## src/rtl/core/hhsc_pkg.sv

```systemverilog
`timescale 1ns / 1ps
`default_nettype none

package hhsc_pkg;

  localparam int LEN_BITS_DEF = 16;
  localparam int LIMIT_W = 16;
  localparam int BUF_LEN_W = 16;
  localparam int SEQ_W = 32;
  localparam logic [LIMIT_W-1:0] PARSE_LIMIT_RST = 16'd8192;

  localparam logic [7:0] CH_CR = 8'h0D;
  localparam logic [7:0] CH_LF = 8'h0A;
  localparam logic [7:0] CH_H = 8'h48;

  // Length of the "HTTP/" version marker.
  localparam logic [2:0] VER_LEN = 3'd5;

  localparam int IN_TDATA_W = 40;
  localparam int IN_TUSER_W = 2;
  localparam int OUT_TDATA_W = 24;

  typedef enum logic [1:0] {
    VERDICT_ERROR         = 2'd0,
    VERDICT_SUCCESS       = 2'd1,
    VERDICT_REASSEMBLING  = 2'd2,
    VERDICT_SUCCESS_REASM = 2'd3
  } verdict_t;

  // Progress through a blank line: nothing, CR, CR LF, CR LF CR.
  typedef enum logic [1:0] {
    BL_IDLE   = 2'd0,
    BL_CR     = 2'd1,
    BL_CRLF   = 2'd2,
    BL_CRLFCR = 2'd3
  } blank_state_t;

  typedef struct packed {
    logic         hit;
    blank_state_t st;
  } blank_t;

  typedef struct packed {
    logic             action;
    logic [7:0]       data_byte;
    logic             first_of_packet;
    logic             last_of_packet;
    logic [SEQ_W-1:0] tcp_seq;
  } item_t;

  typedef struct packed {
    verdict_t               verdict;
    logic [BUF_LEN_W-1:0]   buffered_len;
  } result_t;

  function automatic blank_t blank_step(input blank_state_t st, input logic [7:0] b);
    blank_t r;
    r.hit = 1'b0;
    r.st  = (b == CH_CR) ? BL_CR : BL_IDLE;
    unique case (st)
      BL_IDLE: begin
      end
      BL_CR: begin
        if (b == CH_LF) r.st = BL_CRLF;
      end
      BL_CRLF: begin
        r.st = (b == CH_CR) ? BL_CRLFCR : BL_IDLE;
      end
      BL_CRLFCR: begin
        if (b == CH_LF) begin
          r.hit = 1'b1;
          r.st  = BL_IDLE;
        end
      end
      default: begin
      end
    endcase
    return r;
  endfunction

  function automatic logic [7:0] ver_char(input logic [2:0] idx);
    logic [7:0] c;
    unique case (idx)
      3'd0:    c = 8'h48;  // H
      3'd1:    c = 8'h54;  // T
      3'd2:    c = 8'h54;  // T
      3'd3:    c = 8'h50;  // P
      3'd4:    c = 8'h2F;  // /
      default: c = 8'h00;
    endcase
    return c;
  endfunction

endpackage

`default_nettype wire

```

## src/rtl/core/http_header_stream_classifier_core.sv

```systemverilog
`timescale 1ns / 1ps
`default_nettype none

// Classifies the payload of one TCP flow as HTTP, one payload byte per transaction.
// The block takes one byte every cycle while not stalled; the flow state is updated by a
// combinational loop on the registered byte, and the verdict for a packet is registered:
// its last byte enters the input register when accepted, and the verdict enters the
// result register when the output stage advances. One result transaction is produced
// for each packet's last byte; clear actions and bytes outside a packet produce none.
// The input stalls only while a finished result waits on a held-off output. The user
// must write parse_limit through the cfg port while idle; the block does not enforce this.
module http_header_stream_classifier_core #(
  parameter int LEN_BITS = hhsc_pkg::LEN_BITS_DEF
) (
  input  wire logic                            clk,
  input  wire logic                            rst_n,
  input  wire logic                            in_tvalid,
  output      logic                            in_tready,
  // [7:0] data_byte, [39:8] tcp_seq
  input  wire logic [hhsc_pkg::IN_TDATA_W-1:0] in_tdata,
  // last_of_packet
  input  wire logic                            in_tlast,
  // [0] action, [1] first_of_packet
  input  wire logic [hhsc_pkg::IN_TUSER_W-1:0] in_tuser,
  output      logic                            out_tvalid,
  input  wire logic                            out_tready,
  // [1:0] verdict, [17:2] buffered_len, [23:18] zero
  output      logic [hhsc_pkg::OUT_TDATA_W-1:0] out_tdata,
  input  wire logic                            cfg_valid,
  output      logic                            cfg_ready,
  input  wire logic [hhsc_pkg::LIMIT_W-1:0]    cfg_data
);
  import hhsc_pkg::*;

  logic               advance;
  logic               item_valid;
  item_t              item;
  logic               res_valid;
  result_t            res;
  logic [LIMIT_W-1:0] parse_limit_r;
  logic [LIMIT_W-1:0] parse_limit_nxt;

  assign cfg_ready       = 1'b1;
  assign parse_limit_nxt = (cfg_valid && cfg_ready) ? cfg_data : parse_limit_r;

  always_ff @(posedge clk) begin
    if (!rst_n) begin
      parse_limit_r <= PARSE_LIMIT_RST;
    end else begin
      parse_limit_r <= parse_limit_nxt;
    end
  end

  hhsc_in_stage u_in (
    .clk        (clk),
    .rst_n      (rst_n),
    .in_tvalid  (in_tvalid),
    .in_tready  (in_tready),
    .in_tdata   (in_tdata),
    .in_tlast   (in_tlast),
    .in_tuser   (in_tuser),
    .advance    (advance),
    .item_valid (item_valid),
    .item       (item)
  );

  hhsc_flow #(
    .LEN_BITS (LEN_BITS)
  ) u_flow (
    .clk         (clk),
    .rst_n       (rst_n),
    .en          (item_valid && advance),
    .item        (item),
    .parse_limit (parse_limit_r),
    .res_valid   (res_valid),
    .res         (res)
  );

  hhsc_out_stage u_out (
    .clk        (clk),
    .rst_n      (rst_n),
    .load       (res_valid),
    .res        (res),
    .advance    (advance),
    .out_tvalid (out_tvalid),
    .out_tready (out_tready),
    .out_tdata  (out_tdata)
  );

endmodule

`default_nettype wire

```

## src/rtl/core/hhsc_in_stage.sv

```systemverilog
`timescale 1ns / 1ps
`default_nettype none

module hhsc_in_stage (
  input  wire logic                           clk,
  input  wire logic                           rst_n,
  input  wire logic                           in_tvalid,
  output      logic                           in_tready,
  input  wire logic [hhsc_pkg::IN_TDATA_W-1:0] in_tdata,
  input  wire logic                           in_tlast,
  input  wire logic [hhsc_pkg::IN_TUSER_W-1:0] in_tuser,
  input  wire logic                           advance,
  output      logic                           item_valid,
  output      hhsc_pkg::item_t                item
);
  import hhsc_pkg::*;

  logic  valid_r;
  logic  valid_nxt;
  item_t item_r;
  item_t item_nxt;
  logic  take;

  assign in_tready = !valid_r || advance;
  assign take      = in_tvalid && in_tready;

  always_comb begin
    item_nxt                 = item_r;
    valid_nxt                = valid_r && !advance;
    if (take) begin
      valid_nxt              = 1'b1;
      item_nxt.action          = in_tuser[0];
      item_nxt.first_of_packet = in_tuser[1];
      item_nxt.data_byte       = in_tdata[7:0];
      item_nxt.tcp_seq         = in_tdata[8 +: SEQ_W];
      item_nxt.last_of_packet  = in_tlast;
    end
  end

  always_ff @(posedge clk) begin
    if (!rst_n) begin
      valid_r <= 1'b0;
    end else begin
      valid_r <= valid_nxt;
    end
    item_r <= item_nxt;
  end

  assign item_valid = valid_r;
  assign item       = item_r;

endmodule

`default_nettype wire

```

## src/rtl/core/hhsc_flow.sv

```systemverilog
`timescale 1ns / 1ps
`default_nettype none

module hhsc_flow #(
  parameter int LEN_BITS = hhsc_pkg::LEN_BITS_DEF
) (
  input  wire logic                         clk,
  input  wire logic                         rst_n,
  input  wire logic                         en,
  input  wire hhsc_pkg::item_t              item,
  input  wire logic [hhsc_pkg::LIMIT_W-1:0] parse_limit,
  output      logic                         res_valid,
  output      hhsc_pkg::result_t            res
);
  import hhsc_pkg::*;

  localparam logic [LEN_BITS-1:0] LEN_MAX = '1;

  logic                flow_is_http_r, flow_is_http_nxt;
  logic                have_frag_r, have_frag_nxt;
  logic [LEN_BITS-1:0] stream_len_r, stream_len_nxt;
  logic [SEQ_W-1:0]    expected_seq_r, expected_seq_nxt;
  logic                cont_r, cont_nxt;
  logic [LEN_BITS-1:0] packet_len_r, packet_len_nxt;
  logic [SEQ_W-1:0]    packet_seq_r, packet_seq_nxt;
  logic                crlf_seen_r, crlf_seen_nxt;
  logic                prev_cr_r, prev_cr_nxt;
  logic                ver_seen_r, ver_seen_nxt;
  logic [2:0]          ver_match_r, ver_match_nxt;
  blank_state_t        pblank_r, pblank_nxt;
  logic                pblank_found_r, pblank_found_nxt;
  blank_state_t        sblank_r, sblank_nxt;
  logic                sblank_found_r, sblank_found_nxt;
  logic                in_packet_r, in_packet_nxt;
  blank_state_t        pend_r, pend_nxt;
  logic                pend_found_r, pend_found_nxt;

  logic [LEN_BITS:0]   len_sum;
  logic [LEN_BITS-1:0] new_stream_len;
  logic [2:0]          vm;
  logic [7:0]          b;
  blank_t              pstep;
  blank_t              sstep;
  logic                clear;
  logic                byte_live;

  assign b       = item.data_byte;
  assign clear   = en && item.action;
  assign byte_live = en && !item.action && (item.first_of_packet || in_packet_r);

  always_comb begin
    flow_is_http_nxt = flow_is_http_r;
    have_frag_nxt    = have_frag_r;
    stream_len_nxt   = stream_len_r;
    expected_seq_nxt = expected_seq_r;
    cont_nxt         = cont_r;
    packet_len_nxt   = packet_len_r;
    packet_seq_nxt   = packet_seq_r;
    crlf_seen_nxt    = crlf_seen_r;
    prev_cr_nxt      = prev_cr_r;
    ver_seen_nxt     = ver_seen_r;
    ver_match_nxt    = ver_match_r;
    pblank_nxt       = pblank_r;
    pblank_found_nxt = pblank_found_r;
    sblank_nxt       = sblank_r;
    sblank_found_nxt = sblank_found_r;
    in_packet_nxt    = in_packet_r;
    pend_nxt         = pend_r;
    pend_found_nxt   = pend_found_r;
    vm               = 3'd0;
    pstep            = '0;
    sstep            = '0;
    len_sum          = '0;
    new_stream_len   = stream_len_r;
    res_valid        = 1'b0;
    res.verdict      = VERDICT_ERROR;
    res.buffered_len = BUF_LEN_W'(SEQ_W'(stream_len_r));

    if (byte_live) begin
      // A first mark restarts the per-packet state, even inside an open packet.
      if (item.first_of_packet) begin
        in_packet_nxt    = 1'b1;
        packet_seq_nxt   = item.tcp_seq;
        packet_len_nxt   = '0;
        cont_nxt         = flow_is_http_r && (stream_len_r != '0) &&
                           (item.tcp_seq == expected_seq_r);
        crlf_seen_nxt    = 1'b0;
        prev_cr_nxt      = 1'b0;
        ver_seen_nxt     = 1'b0;
        ver_match_nxt    = 3'd0;
        pblank_nxt       = BL_IDLE;
        pblank_found_nxt = 1'b0;
        pend_nxt         = sblank_r;
        pend_found_nxt   = sblank_found_r;
      end

      if (packet_len_nxt != LEN_MAX) packet_len_nxt = packet_len_nxt + 1'b1;

      // The version marker only counts when it lies wholly before the first CRLF.
      if (!crlf_seen_nxt) begin
        if (prev_cr_nxt && (b == CH_LF)) begin
          crlf_seen_nxt = 1'b1;
        end else if (!ver_seen_nxt) begin
          vm = ver_match_nxt;
          if (b == ver_char(vm)) vm = vm + 3'd1;
          else vm = (b == CH_H) ? 3'd1 : 3'd0;
          if (vm == VER_LEN) begin
            ver_seen_nxt = 1'b1;
            vm           = 3'd0;
          end
          ver_match_nxt = vm;
        end
      end
      prev_cr_nxt = (b == CH_CR);

      pstep      = blank_step(pblank_nxt, b);
      pblank_nxt = pstep.st;
      if (pstep.hit) pblank_found_nxt = 1'b1;
      sstep    = blank_step(pend_nxt, b);
      pend_nxt = sstep.st;
      if (sstep.hit) pend_found_nxt = 1'b1;

      if (item.last_of_packet) begin
        in_packet_nxt = 1'b0;
        res_valid     = 1'b1;
        if (!cont_nxt && (!crlf_seen_nxt || !ver_seen_nxt)) begin
          res.verdict = VERDICT_ERROR;
        end else if (!cont_nxt && pblank_found_nxt) begin
          res.verdict = VERDICT_SUCCESS;
        end else begin
          len_sum          = {1'b0, stream_len_r} + {1'b0, packet_len_nxt};
          new_stream_len   = len_sum[LEN_BITS] ? LEN_MAX : len_sum[LEN_BITS-1:0];
          have_frag_nxt    = 1'b1;
          flow_is_http_nxt = 1'b1;
          stream_len_nxt   = new_stream_len;
          expected_seq_nxt = packet_seq_nxt + SEQ_W'(packet_len_nxt);
          sblank_nxt       = pend_nxt;
          sblank_found_nxt = pend_found_nxt;
          res.buffered_len = BUF_LEN_W'(SEQ_W'(new_stream_len));
          if (SEQ_W'(new_stream_len) >= SEQ_W'(parse_limit)) begin
            res.verdict = VERDICT_ERROR;
          end else if (pend_found_nxt) begin
            res.verdict = VERDICT_SUCCESS_REASM;
          end else begin
            res.verdict = VERDICT_REASSEMBLING;
          end
        end
      end
    end
  end

  always_ff @(posedge clk) begin
    if (!rst_n || clear) begin
      flow_is_http_r <= 1'b0;
      have_frag_r    <= 1'b0;
      stream_len_r   <= '0;
      expected_seq_r <= '0;
      cont_r         <= 1'b0;
      packet_len_r   <= '0;
      packet_seq_r   <= '0;
      crlf_seen_r    <= 1'b0;
      prev_cr_r      <= 1'b0;
      ver_seen_r     <= 1'b0;
      ver_match_r    <= 3'd0;
      pblank_r       <= BL_IDLE;
      pblank_found_r <= 1'b0;
      sblank_r       <= BL_IDLE;
      sblank_found_r <= 1'b0;
      in_packet_r    <= 1'b0;
      pend_r         <= BL_IDLE;
      pend_found_r   <= 1'b0;
    end else begin
      flow_is_http_r <= flow_is_http_nxt;
      have_frag_r    <= have_frag_nxt;
      stream_len_r   <= stream_len_nxt;
      expected_seq_r <= expected_seq_nxt;
      cont_r         <= cont_nxt;
      packet_len_r   <= packet_len_nxt;
      packet_seq_r   <= packet_seq_nxt;
      crlf_seen_r    <= crlf_seen_nxt;
      prev_cr_r      <= prev_cr_nxt;
      ver_seen_r     <= ver_seen_nxt;
      ver_match_r    <= ver_match_nxt;
      pblank_r       <= pblank_nxt;
      pblank_found_r <= pblank_found_nxt;
      sblank_r       <= sblank_nxt;
      sblank_found_r <= sblank_found_nxt;
      in_packet_r    <= in_packet_nxt;
      pend_r         <= pend_nxt;
      pend_found_r   <= pend_found_nxt;
    end
  end

endmodule

`default_nettype wire

```

## src/rtl/core/hhsc_out_stage.sv

```systemverilog
`timescale 1ns / 1ps
`default_nettype none

module hhsc_out_stage (
  input  wire logic                             clk,
  input  wire logic                             rst_n,
  input  wire logic                             load,
  input  wire hhsc_pkg::result_t                res,
  output      logic                             advance,
  output      logic                             out_tvalid,
  input  wire logic                             out_tready,
  output      logic [hhsc_pkg::OUT_TDATA_W-1:0] out_tdata
);
  import hhsc_pkg::*;

  logic    valid_r;
  logic    valid_nxt;
  result_t res_r;
  result_t res_nxt;

  // The register may be refilled in the same cycle its transaction completes.
  assign advance = !valid_r || out_tready;

  always_comb begin
    valid_nxt = valid_r && !out_tready;
    res_nxt   = res_r;
    if (load) begin
      valid_nxt = 1'b1;
      res_nxt   = res;
    end
  end

  always_ff @(posedge clk) begin
    if (!rst_n) begin
      valid_r <= 1'b0;
    end else begin
      valid_r <= valid_nxt;
    end
    res_r <= res_nxt;
  end

  assign out_tvalid = valid_r;
  assign out_tdata  = {{(OUT_TDATA_W - BUF_LEN_W - 2){1'b0}}, res_r.buffered_len,
                       res_r.verdict};

endmodule

`default_nettype wire

```

## config.mk

```make
export PLATFORM = sky130hd
export DESIGN_NAME = http_header_stream_classifier_core
export DESIGN_NICKNAME = d
export VERILOG_FILES = /design/src/rtl/core/hhsc_pkg.sv /design/src/rtl/core/http_header_stream_classifier_core.sv /design/src/rtl/core/hhsc_in_stage.sv /design/src/rtl/core/hhsc_flow.sv /design/src/rtl/core/hhsc_out_stage.sv
export SDC_FILE = /design/constraint.sdc
export NUM_CORES = 1
export LEC_CHECK = 0
export BUFFER_PORTS_ARGS = -buffer_cell sky130_fd_sc_hd__buf_2
export CAP_MARGIN = 20
export CORE_ASPECT_RATIO = 1.5
export CORE_UTILIZATION = 60
export CTS_BUF_LIST = sky130_fd_sc_hd__clkbuf_16
export DETAILED_ROUTE_END_ITERATION = 12
export PLACE_DENSITY = 0.8
export SETUP_SLACK_MARGIN = 0.02
export SYNTH_ARGS = -nofsm -noshare
export SYNTH_HDL_FRONTEND = slang
export SYNTH_SLANG_ARGS = --single-unit
```

## constraint.sdc

```tcl
create_clock -name clk -period 7.6 [get_ports clk]
set_clock_uncertainty 0.05 [all_clocks]
set_input_delay 0.38 -clock clk [delete_from_list [all_inputs] [get_ports clk]]
set_output_delay 0.38 -clock clk [all_outputs]
set_load 0.01 [all_outputs]
```

==> results of run 1 <==
[final timing paths]
| kind | endpoint | slack (ns) | cells after the start |
|---|---|---|---|
| worst max-delay path | u_out.out_tdata[0]$_SDFFCE_PP0P_ | 1.29 | 23 |
| worst min-delay path | u_in.item[36]$_DFFE_PP_ | 0.06 | 1 |
| worst max register to register | u_out.out_tdata[0]$_SDFFCE_PP0P_ | 1.29 | 23 |
| worst min register to register | u_flow.packet_seq_r[5]$_SDFFE_PP0P_ | 0.41 | 2 |
[synth_stat cells (all sizes together), types with 27 or more instances]
cell      n
mux2i    37
a21oi   111
clkbuf   36
o21ai    45
edfxtp   61
nand2   147
xor2     33
ha       54
inv      40
xnor2    43
nor2    106
nand3    28
dfxtp   132
a211oi   27
[layer usage]
metal | global-route usage | wire length (µm) | vias up
met5 | 0 | 0 | -
met1 | 0.3327 | 10180 | 4179
met2 | 0.5374 | 13590 | 290
met3 | 0.05666 | 1271 | 100
met4 | 0.1842 | 1507 | 0
li1 | - | - | 4261
[registers in the layout (all words and copies together) (netlist names)]
| name | count |
|---|---|
| parse_limit_r | 16 |
| u_flow.cont_r | 1 |
| u_flow.crlf_seen_r | 1 |
| u_flow.expected_seq_r | 32 |
| u_flow.flow_is_http_r | 1 |
| u_flow.in_packet_r | 1 |
| u_flow.packet_len_r | 16 |
| u_flow.packet_seq_r | 32 |
| u_flow.pblank_found_r | 1 |
| u_flow.pblank_r | 2 |
| u_flow.pend_found_r | 1 |
| u_flow.pend_r | 2 |
| u_flow.prev_cr_r | 1 |
| u_flow.sblank_found_r | 1 |
| u_flow.sblank_r | 2 |
| u_flow.stream_len_r | 16 |
| u_flow.ver_match_r | 3 |
| u_flow.ver_seen_r | 1 |
| u_in.item | 43 |
| u_in.item_valid | 1 |
| u_out.out_tdata | 18 |
| u_out.out_tvalid | 1 |
[through the flow]
step,hold slack [ns],utilization
after floorplan,0.3838,-
after global placement,0.3895,0.6497
after detailed placement,0.3957,0.6497
after CTS,0.04788,0.6870
after global routing,0.04545,0.6870
final,0.05823,0.6870
[logic make-up (layout without fill, tap and decap cells)]
| family | Yosys count | in the layout | share of synthesized area |
|---|---|---|---|
| AND/OR/NAND/NOR | 395 | 395 | 0.1739 |
| flip-flops | 193 | 193 | 0.4284 |
| AO/OA/AOI/OAI | 282 | 282 | 0.1665 |
| adder cells (fa/ha/maj) | 56 | 56 | 0.06852 |
| XOR/XNOR | 76 | 76 | 0.06373 |
| multiplexers | 60 | 60 | 0.06025 |
| buffers and inverters | 95 | 165 | 0.03797 |
| other | 2 | 7 | 0.0007190 |
[worst max-delay path: cells and delay by family, from the launching register on]
kind                     cells  cell delay (ns)
AO/OA/AOI/OAI               11             2.37
AND/OR/NAND/NOR              7             2.03
adder cells (fa/ha/maj)      3             0.91
flip-flops                   1             0.43
XOR/XNOR                     1             0.25
buffers and inverters        1             0.12
[layout make-up]
| cell class | count | area, µm² |
|---|---|---|
| multi-input combinational | 876 | 5615 |
| timing repair buffer | 91 | 475.5 |
| sequential | 193 | 4474 |
| clock inverter | 15 | 205.2 |
| inverter | 42 | 157.7 |
| fill | 1377 | 5293 |
| clock buffer | 17 | 425.4 |
| tap | 210 | 262.8 |
[where the power goes]
part | internal [W] | switching [W] | total [W]
Sequential | 0.00109 | 0.0000172 | 0.00110
Clock | 0.000556 | 0.000415 | 0.000971
Combinational | 0.0000556 | 0.0000891 | 0.000145
Total | 0.00170 | 0.000521 | 0.00222
==> metrics, run 1 <==
status=completed; Final Hold Fails=0; Hold Startpoint=in_tdata[2]; Crit-path slowest cell=nor3b_1; RSZ-0062 raised after global routing=false; CTS root buffer=clkbuf_16; Max clock buf depth=2; Initial Util=0.6177; fmax=158.4 MHz; cell area after layout=roughly 0.012 mm²; global route overflow=0; CP Launch Point=u_in.item[33]$_DFFE_PP_; CP peak stage delay=around 0.64 ns; synth unique cells=60; worst slack, placed=about 1.5 ns; TritonRoute pass-1 iters=5; Cells after Synth=1159; Die ar.=around 0.018 mm²; max_slew headroom=0.2952; most frequent cells in the layout=146 x nand2_1, 132 x dfxtp_1, 111 x a21oi_1, 105 x nor2_1, 83 x buf_2; Detailed Place HPWL=19.06 mm; warnings from Yosys=0; Hold Crit Class=in2reg; Worst Slack Setup Final=around 1.3 ns; Lkg Pwr=roughly 4.7 nW; Netlist Area Pre-Place=between 0.01 and 0.015 mm²; CTS tree=done; Total Power=0.002219 W; die height=approximately 160 µm; most area-hungry cell type in the Yosys netlist=dfxtp_1; crit end category=register; Sum Neg Setup Slack=0 ns; setup bufs post-CTS=0; # resized after CTS=0; Synth top area share=0.2530; max-cap viol count=0; placed cells=between 1000 and 1500; DRC viols=0; fin cells=between 1000 and 1500; critical path cell sequence=nor2b_1, ha_1, nand4b_1, a21oi_1, nor3b_1, nand3_1, xnor2_1, ha_1, inv_1, o21bai_1, a21o_1, a211o_1, o21ai_1, and2_0, nand2_1, ha_1, a21o_1, a21oi_1, o21ai_0, o31ai_1, a211o_1, nand4_1, a21oi_1; sequential area share after synthesis=0.4284; Synth async-reset ratio=0; antenna viol nets, final=0; routability-driven placement congestion ratio=around 0.95; Area after DPL=approximately 0.011 mm²; fin crit share=0.8308; # rows=58; # hold bufs at CTS=0; Clock Pin Slew Worst Setup and Hold Paths=0.07 ns; Critical Path Start Type=register; port bufs=83; Vias=around 8800; Via density=around 6.1; top cells by area, synth=dfxtp_1 25%, edfxtp_1 18%, ha_1 6.5%, a21oi_1 5.3%, nand2_1 5.3%; commonest non-fill, non-tap cell in the layout=nand2_1; global-route total usage across every layer=0.3048; flops & latches, synth=193; Num CTS Buffers=17; clk_lat worst skew=~0.44 ns; final WL=roughly 27 mm; ys flop type=dfxtp_1; vias in the first global route=around 8300; first-pass GRT wire length=41.63 mm; synthesized area per cell=between 9 and 10 µm²; WL/cell=18.39 µm; CP arrival=approximately 6.6 ns; core region area=approximately 0.017 mm²; layout cell share with drive strength beyond 1=0.1280; drt initial violations=~590; number of flops mapped to enable cells by yosys=61; Worst R2R Start=u_in.item[33]$_DFFE_PP_; # setup viols final=0; Die Wd=~110 µm; nets=1341; largest net degree at the start of global routing=85; Power Density=between 150 and 200 mW/mm²; initial antenna violation count=1; I/O pin count=91; Slew Viols, Final=0; Sink Count=around 190; peak supply drop=approximately 0.00014 V; H-tree depth=4; CP Max Fanout=14; Period minus WS final=between 6 and 7 ns; Syn-to-layout area delta=11.21%; Crit Path Class=reg2reg; CP Data Required Time=a little under 8 ns; Slew @ Worst Pin=1.057 ns; number of antenna diodes=0
No activity file was read; power rests on OpenSTA's default activity.
==> run 2, diff against run 1 <==
- CORE_UTILIZATION: 60 -> 54
- PLACE_DENSITY: 0.8 -> 0.76
- clock period: 7.6 -> 5.1 ns (I/O delays scaled with it)
==> run 2 against run 1 <==
Global-route usage down 1.7 points. Flip-flop and latch count unchanged. Maximum frequency is 24% higher. Routed wire length up 3.5%. Non-clock buffer count is 107 higher. Critical path depth up 3. Clock-buffer cell count unchanged. Final area is 10% higher. Register-to-register slack worse by 1.3 ns. First-iteration DRC count fell by 1.0%. Hold slack got worse by 0.056 ns. Sequential power rose by 49%. Critical endpoint unchanged. Largest power group unchanged. Highest routed layer unchanged.
==> metrics, run 2 (synthesis results as in run 1) <==
CTS tree=done (unchanged); RSZ-0062 raised after global routing=true (was false); Slew Viols, Final=0 (unchanged); # rows=61 (was 58); Detailed Place HPWL=19.63 mm (was 19.06 mm); Syn-to-layout area delta=22.46% (was 11.21%); filler instances=1513 (was 1377); WL/cell=17.26 µm (was 18.39 µm); global-route total usage across every layer=0.2877 (was 0.3048); I/O pin count=91 (unchanged); Crit Path Class=reg2reg (unchanged); Psw=0.0008204 W (was 0.0005214 W); sw frac=0.2563 (was 0.2350); Power Density=250.3 mW/mm² (was 191.0 mW/mm²); hold slack final=0.002083 ns (was 0.05823 ns); CP arrival=5.33 ns (was 6.55 ns); CP Max Fanout=6 (was 14); Sequential Power Share=0.513 (was 0.497); fmax=196.6 MHz (was 158.4 MHz); Pint=0.002381 W (was 0.001697 W); Die ar.=0.01991 mm² (was 0.01795 mm²); layout cell share with drive strength beyond 1=0.1924 (was 0.1280); Max clock buf depth=2 (unchanged); CTS root buffer=clkbuf_16 (unchanged); Sink Count=193 (unchanged); status=completed (unchanged); core region area=0.01878 mm² (was 0.01691 mm²); Comb pwr share=0.079 (was 0.065); Worst R2R Start=u_in.item[33]$_DFFE_PP_ (unchanged); multi-input logic area=0.005852 mm² (was 0.005615 mm²); Clock Pin Slew Worst Setup and Hold Paths=0.08 ns (was 0.07 ns); Final Hold Fails=0 (unchanged); fin crit share=0.9972 (was 0.8308); Die Wd=115.6 µm (was 109.7 µm); antenna viol nets, final=0 (unchanged); # setup viols final=0 (unchanged); vias in the first global route=9028 (was 8329); routability-driven placement congestion ratio=0.9843 (was 0.9497); crit end category=register (unchanged); most frequent cells in the layout=143 x nand2_1, 132 x dfxtp_1, 106 x a21oi_1, 99 x nor2_1, 83 x buf_2 (was 146 x nand2_1, 132 x dfxtp_1, 111 x a21oi_1, 105 x nor2_1, 83 x buf_2); worst slack, placed=-0.07798 ns (was 1.462 ns); Worst path top cell family by delay=compound AO/OA/AOI/OAI gates (unchanged); Worst Slack Setup Final=0.01439 ns (was 1.286 ns); peak supply drop=0.0001890 V (was 0.0001443 V); Sum Neg Setup Slack=0 ns (unchanged); register area=0.004474 mm² (unchanged); initial antenna violation count=0 (was 1); drt initial violations=583 (was 589); commonest non-fill, non-tap cell in the layout=nand2_1 (unchanged); number of antenna diodes=0 (unchanged); nets=1448 (was 1341); final WL=27.49 mm (was 26.55 mm); Via density=5.716 (was 6.115); Num CTS Buffers=17 (unchanged); die height=172.3 µm (was 163.6 µm); max-cap viol count=0 (unchanged); CP Data Required Time=5.34 ns (was 7.84 ns); Clk pwr share=0.408 (was 0.437); clk_lat worst skew=0.44 ns (about the same); TritonRoute pass-1 iters=5 (unchanged); CP peak stage delay=0.50 ns (was 0.64 ns); H-tree depth=4 (unchanged); Period minus WS final=5.086 ns (was 6.314 ns); placed cells=1496 (was 1412); largest net degree at the start of global routing=71 (was 85); Lkg Pwr=5.190 nW (was 4.660 nW); global route overflow=0 (unchanged); Hold Crit Class=in2reg (unchanged); Initial Util=0.5563 (was 0.6177); CP Launch Point=u_in.item[33]$_DFFE_PP_ (unchanged); port bufs=83 (unchanged); Slew @ Worst Pin=1.106 ns (was 1.057 ns); Crit-path slowest cell=edfxtp_1 (was nor3b_1); first-pass GRT wire length=44.02 mm (was 41.63 mm); Hold Startpoint=cfg_data[14] (was in_tdata[2]); max_slew headroom=0.2629 (was 0.2952); Critical Path Start Type=register (unchanged); DRC viols=0 (unchanged); fin cells=1593 (was 1444); Vias=9106 (was 8830); WP buf/inv=1 (unchanged); max reg flops=43 (unchanged)
run 2: cell types whose count changed in the layout (fill, tap and decap cells not counted), moves of 5 or more:
cell           previous run  this run
a21oi_1                 111       106
dlygate4sd3_1             0        48
nor2_2                    0         6
nor2_1                  105        99
buf_4                     8        65
run 2: repair_timing:
| item | CTS | global route |
|---|---|---|
| endpoints found under the hold margin | 47 | 0 |
| pin swaps | 2 | 26 |
| setup buffers | 3 | 14 |
| gates resized for setup | 5 | 28 |
| hold buffers | 48 | 0 |
| endpoints found under the setup margin | 2 | 2 |
run 2: final cells by class:
type	count	share of cell area
Clock buffer	17	0.03326
Clock inverter	15	0.01184
Inverter	42	0.01233
Multi-Input combinational cell	876	0.4575
Sequential cell	193	0.3498
Tap cell	252	0.02465
Timing Repair Buffer	198	0.1106
run 2: routing by layer:
layer  GRT usage  vias to the layer above  wire length (µm)
li1            -                     4477                 -
met1      0.3090                     4295             10780
met2      0.5309                      249             14220
met3     0.03926                       85              1037
met4      0.1677                        0              1451
met5           0                        -                 0
run 2: power by group through the flow:
stage	clock network [W]	logic (W)	registers (W)
after global routing	0.00138	0.000277	0.00165
after global placement	0	0.000214	0.00168
final	0.00131	0.000253	0.00164
after CTS	0.00132	0.000248	0.00164
after detailed placement	0	0.000218	0.00168
after floorplan	0	0.000154	0.00167
run 2: worst min-delay path, cell delays in order:
cell and delay [ns]:
buf_2 0.08, mux2i_1 0.05, nor2_1 0.07
run 2: final timing paths:
| kind | to | slack (ns) | cells after the start |
|---|---|---|---|
| setup / recovery | u_out.out_tdata[0]$_SDFFCE_PP0P_ | 0.01 | 26 |
| hold / removal | parse_limit_r[14]$_SDFFE_PN0P_ | 0.002 | 3 |
| hold reg to reg | u_flow.packet_seq_r[3]$_SDFFE_PP0P_ | 0.41 | 2 |
| setup reg to reg | u_out.out_tdata[0]$_SDFFCE_PP0P_ | 0.01 | 26 |
run 2: metrics by stage:
step | cell area (µm²) | utilization | total power (W)
2_1_floorplan | 10630 | - | 0.001825
6_report | 12790 | 0.6813 | 0.003201
5_1_grt | 12790 | 0.6813 | 0.003303
3_3_place_gp | 11470 | 0.6108 | 0.001891
3_5_place_dp | 11470 | 0.6108 | 0.001896
4_1_cts | 12570 | 0.6696 | 0.003207
==> run 3, diff against run 2 <==
- MAX_ROUTING_LAYER: not set -> met4
==> run 3 against run 2 <==
The flow now finishes with violations (setup timing). Final area rose by 1.2%. Combinational power is 2% higher. Flip-flop and latch count did not move. First-iteration DRC count is 16% higher. Sequential power barely moved. Non-clock buffer count up 17. Critical path type unchanged.
==> metrics, run 3 (synthesis results as in run 1) <==
Lkg Pwr=5.286 nW (was 5.190 nW); Die Wd=115.6 µm (unchanged); filler instances=1511 (was 1513); # setup viols final=2 (was 0); Hold Startpoint=cfg_data[6] (was cfg_data[14]); first-pass GRT wire length=43.66 mm (was 44.02 mm); crit end category=register (unchanged); Slew @ Worst Pin=1.102 ns (was 1.106 ns); fmax=194.2 MHz (was 196.6 MHz); nets=1465 (was 1448); CTS tree=done (unchanged); vias in the first global route=8926 (was 9028); antenna viol nets, final=0 (unchanged); max-cap viol count=0 (unchanged); Sink Count=193 (unchanged); routability-driven placement congestion ratio=1.006 (was 0.9843); CP Launch Point=u_in.item[33]$_DFFE_PP_ (unchanged); Util after Layout=0.6893 (was 0.6813); initial antenna violation count=1 (was 0); Hold Crit Class=in2reg (unchanged); DRC viols=0 (unchanged); peak supply drop=0.0002975 V (was 0.0001890 V); end of the worst hold path=parse_limit_r[6]$_SDFFE_PN0P_ (was parse_limit_r[14]$_SDFFE_PN0P_); Worst R2R Path Depth=24 (was 26); clk_lat worst skew=0.44 ns (about the same); drt initial violations=675 (was 583); most frequent cells in the layout=143 x nand2_1, 132 x dfxtp_1, 105 x a21oi_1, 101 x nor2_1, 83 x buf_2 (was 143 x nand2_1, 132 x dfxtp_1, 106 x a21oi_1, 99 x nor2_1, 83 x buf_2); port bufs=83 (unchanged); Initial Util=0.5563 (unchanged); max_slew headroom=0.2650 (was 0.2629); layout cell share with drive strength beyond 1=0.1988 (was 0.1924); commonest non-fill, non-tap cell in the layout=nand2_1 (unchanged); Detailed Place HPWL=20.10 mm (was 19.63 mm); global route overflow=0 (unchanged); Worst R2R Start=u_in.item[33]$_DFFE_PP_ (unchanged); Hold Path Depth=3 (unchanged); Slew Viols, Final=0 (unchanged); Power Density=246.9 mW/mm² (was 250.3 mW/mm²); Syn-to-layout area delta=23.90% (was 22.46%); Critical Path Start Type=register (unchanged); CP arrival=5.40 ns (was 5.33 ns); WL/cell=17.31 µm (was 17.26 µm); die height=172.3 µm (unchanged); hold slack final=0.004983 ns (was 0.002083 ns); H-tree depth=4 (unchanged); status=complete, but fails checks (was completed); R2R Setup Slk=-0.05 ns (was 0.01 ns); Max clock buf depth=2 (unchanged); Worst Slack Setup Final=-0.04857 ns (was 0.01439 ns); max reg flops=43 (unchanged); failing checks=setup timing; Via density=5.739 (was 5.716); Final Hold Fails=0 (unchanged); Clock Pin Slew Worst Setup and Hold Paths=0.07 ns (was 0.08 ns); CP Data Required Time=5.35 ns (was 5.34 ns); CP Max Fanout=7 (was 6); global-route total usage across every layer=0.2981 (was 0.2877); core region area=0.01878 mm² (unchanged); TritonRoute pass-1 iters=5 (unchanged); Worst R2R End=u_out.out_tdata[0]$_SDFFCE_PP0P_ (unchanged); Crit Path Class=reg2reg (unchanged); Vias=9246 (was 9106); Num CTS Buffers=17 (unchanged); fin crit share=1.010 (was 0.9972); largest net degree at the start of global routing=53 (was 71); Die ar.=0.01991 mm² (unchanged); worst slack, placed=-0.05415 ns (was -0.07798 ns); RSZ-0062 raised after global routing=true (unchanged); # rows=61 (unchanged); I/O pin count=91 (unchanged); CTS root buffer=clkbuf_16 (unchanged); final WL=27.89 mm (was 27.49 mm); Period minus WS final=5.149 ns (was 5.086 ns)
run 3: changes by cell type in the layout (fill, tap and decap cells not counted), moves of 3 or more:
cell / delta
dlygate4sd3_1: +6
clkinv_1: +3
clkinv_8: -3
nor2_2: -4
buf_4: +10
run 3: per-layer routing:
metal / vias to the layer above / routed length (µm) / track usage
met5: - / 0 / -
met1: 4339 / 10690 / 0.2997
met4: 0 / 1591 / 0.1942
met3: 100 / 1223 / 0.05538
li1: 4528 / - / -
met2: 279 / 14380 / 0.5243
run 3: stage by stage:
step,std cells,total power (W),instance area (µm²),setup TNS [ns]
3_3_place_gp,1501,0.001891,11490,0
4_1_cts,1591,0.003208,12630,0
6_report,1611,0.003195,12940,-0.07170
5_1_grt,1611,0.003299,12940,-0.5548
3_5_place_dp,1501,0.001896,11490,-0.09692
2_1_floorplan,1164,0.001825,10630,-0.9125
run 3: worst max-delay path: stages (launching register included):
cell      delay [ns]
edfxtp_1        0.51
nor2b_4         0.07
ha_2            0.19
nand4b_1        0.17
nor4_4          0.09
a211o_1         0.36
buf_6           0.14
nor3_4          0.26
nor3b_4         0.33
xnor2_2         0.13
ha_1            0.34
and3_4          0.18
a211o_1         0.34
o21ai_4         0.16
buf_6           0.14
and2_4          0.17
nand2_4         0.05
ha_4            0.23
a21o_1          0.20
a21oi_2         0.13
o21ai_1         0.09
o31ai_1         0.24
a211o_1         0.18
nand4_1         0.09
a21oi_1         0.16
run 3: cell type report:
type / instances / area (µm²) / share of cell area
clock inverters: 15 / 133.9 / 0.01035
inverters: 42 / 157.7 / 0.01218
well taps: 252 / 315.3 / 0.02436
multi-input cells: 876 / 5879 / 0.4543
flip-flops and latches: 193 / 4474 / 0.3457
diodes: 1 / 2.502 / 0.0001934
clock buffers: 17 / 425.4 / 0.03287
repair buffers: 215 / 1553 / 0.1200
run 3: worst max-delay path by stage:
stage          cells past startpoint                                to  slack (ns)
5_1_grt                           24  u_out.out_tdata[0]$_SDFFCE_PP0P_       -0.29
4_1_cts                           23  u_out.out_tdata[0]$_SDFFCE_PP0P_        0.03
6_report                          24  u_out.out_tdata[0]$_SDFFCE_PP0P_       -0.05
3_3_place_gp                      25  u_out.out_tdata[0]$_SDFFCE_PP0P_        0.05
2_1_floorplan                     29  u_out.out_tdata[1]$_SDFFCE_PP0P_       -0.47
3_5_place_dp                      25  u_out.out_tdata[1]$_SDFFCE_PP0P_       -0.05
run 3: power breakdown:
part | switching, W | internal [W] | leakage [nW]
logic | 0.000141 | 0.000116 | 3.36
clock network | 0.000615 | 0.000679 | 0.275
registers | 0.0000251 | 0.00162 | 1.65
total | 0.000781 | 0.00241 | 5.29
run 3: timing repair:
item / CTS / global route
hold endpoints to repair: 53 / 0
resized for setup: 2 / 40
pin swaps: 2 / 29
buffers inserted: 4 / 19
endpoints found under the setup margin: 2 / 5
hold buffers: 54 / 0
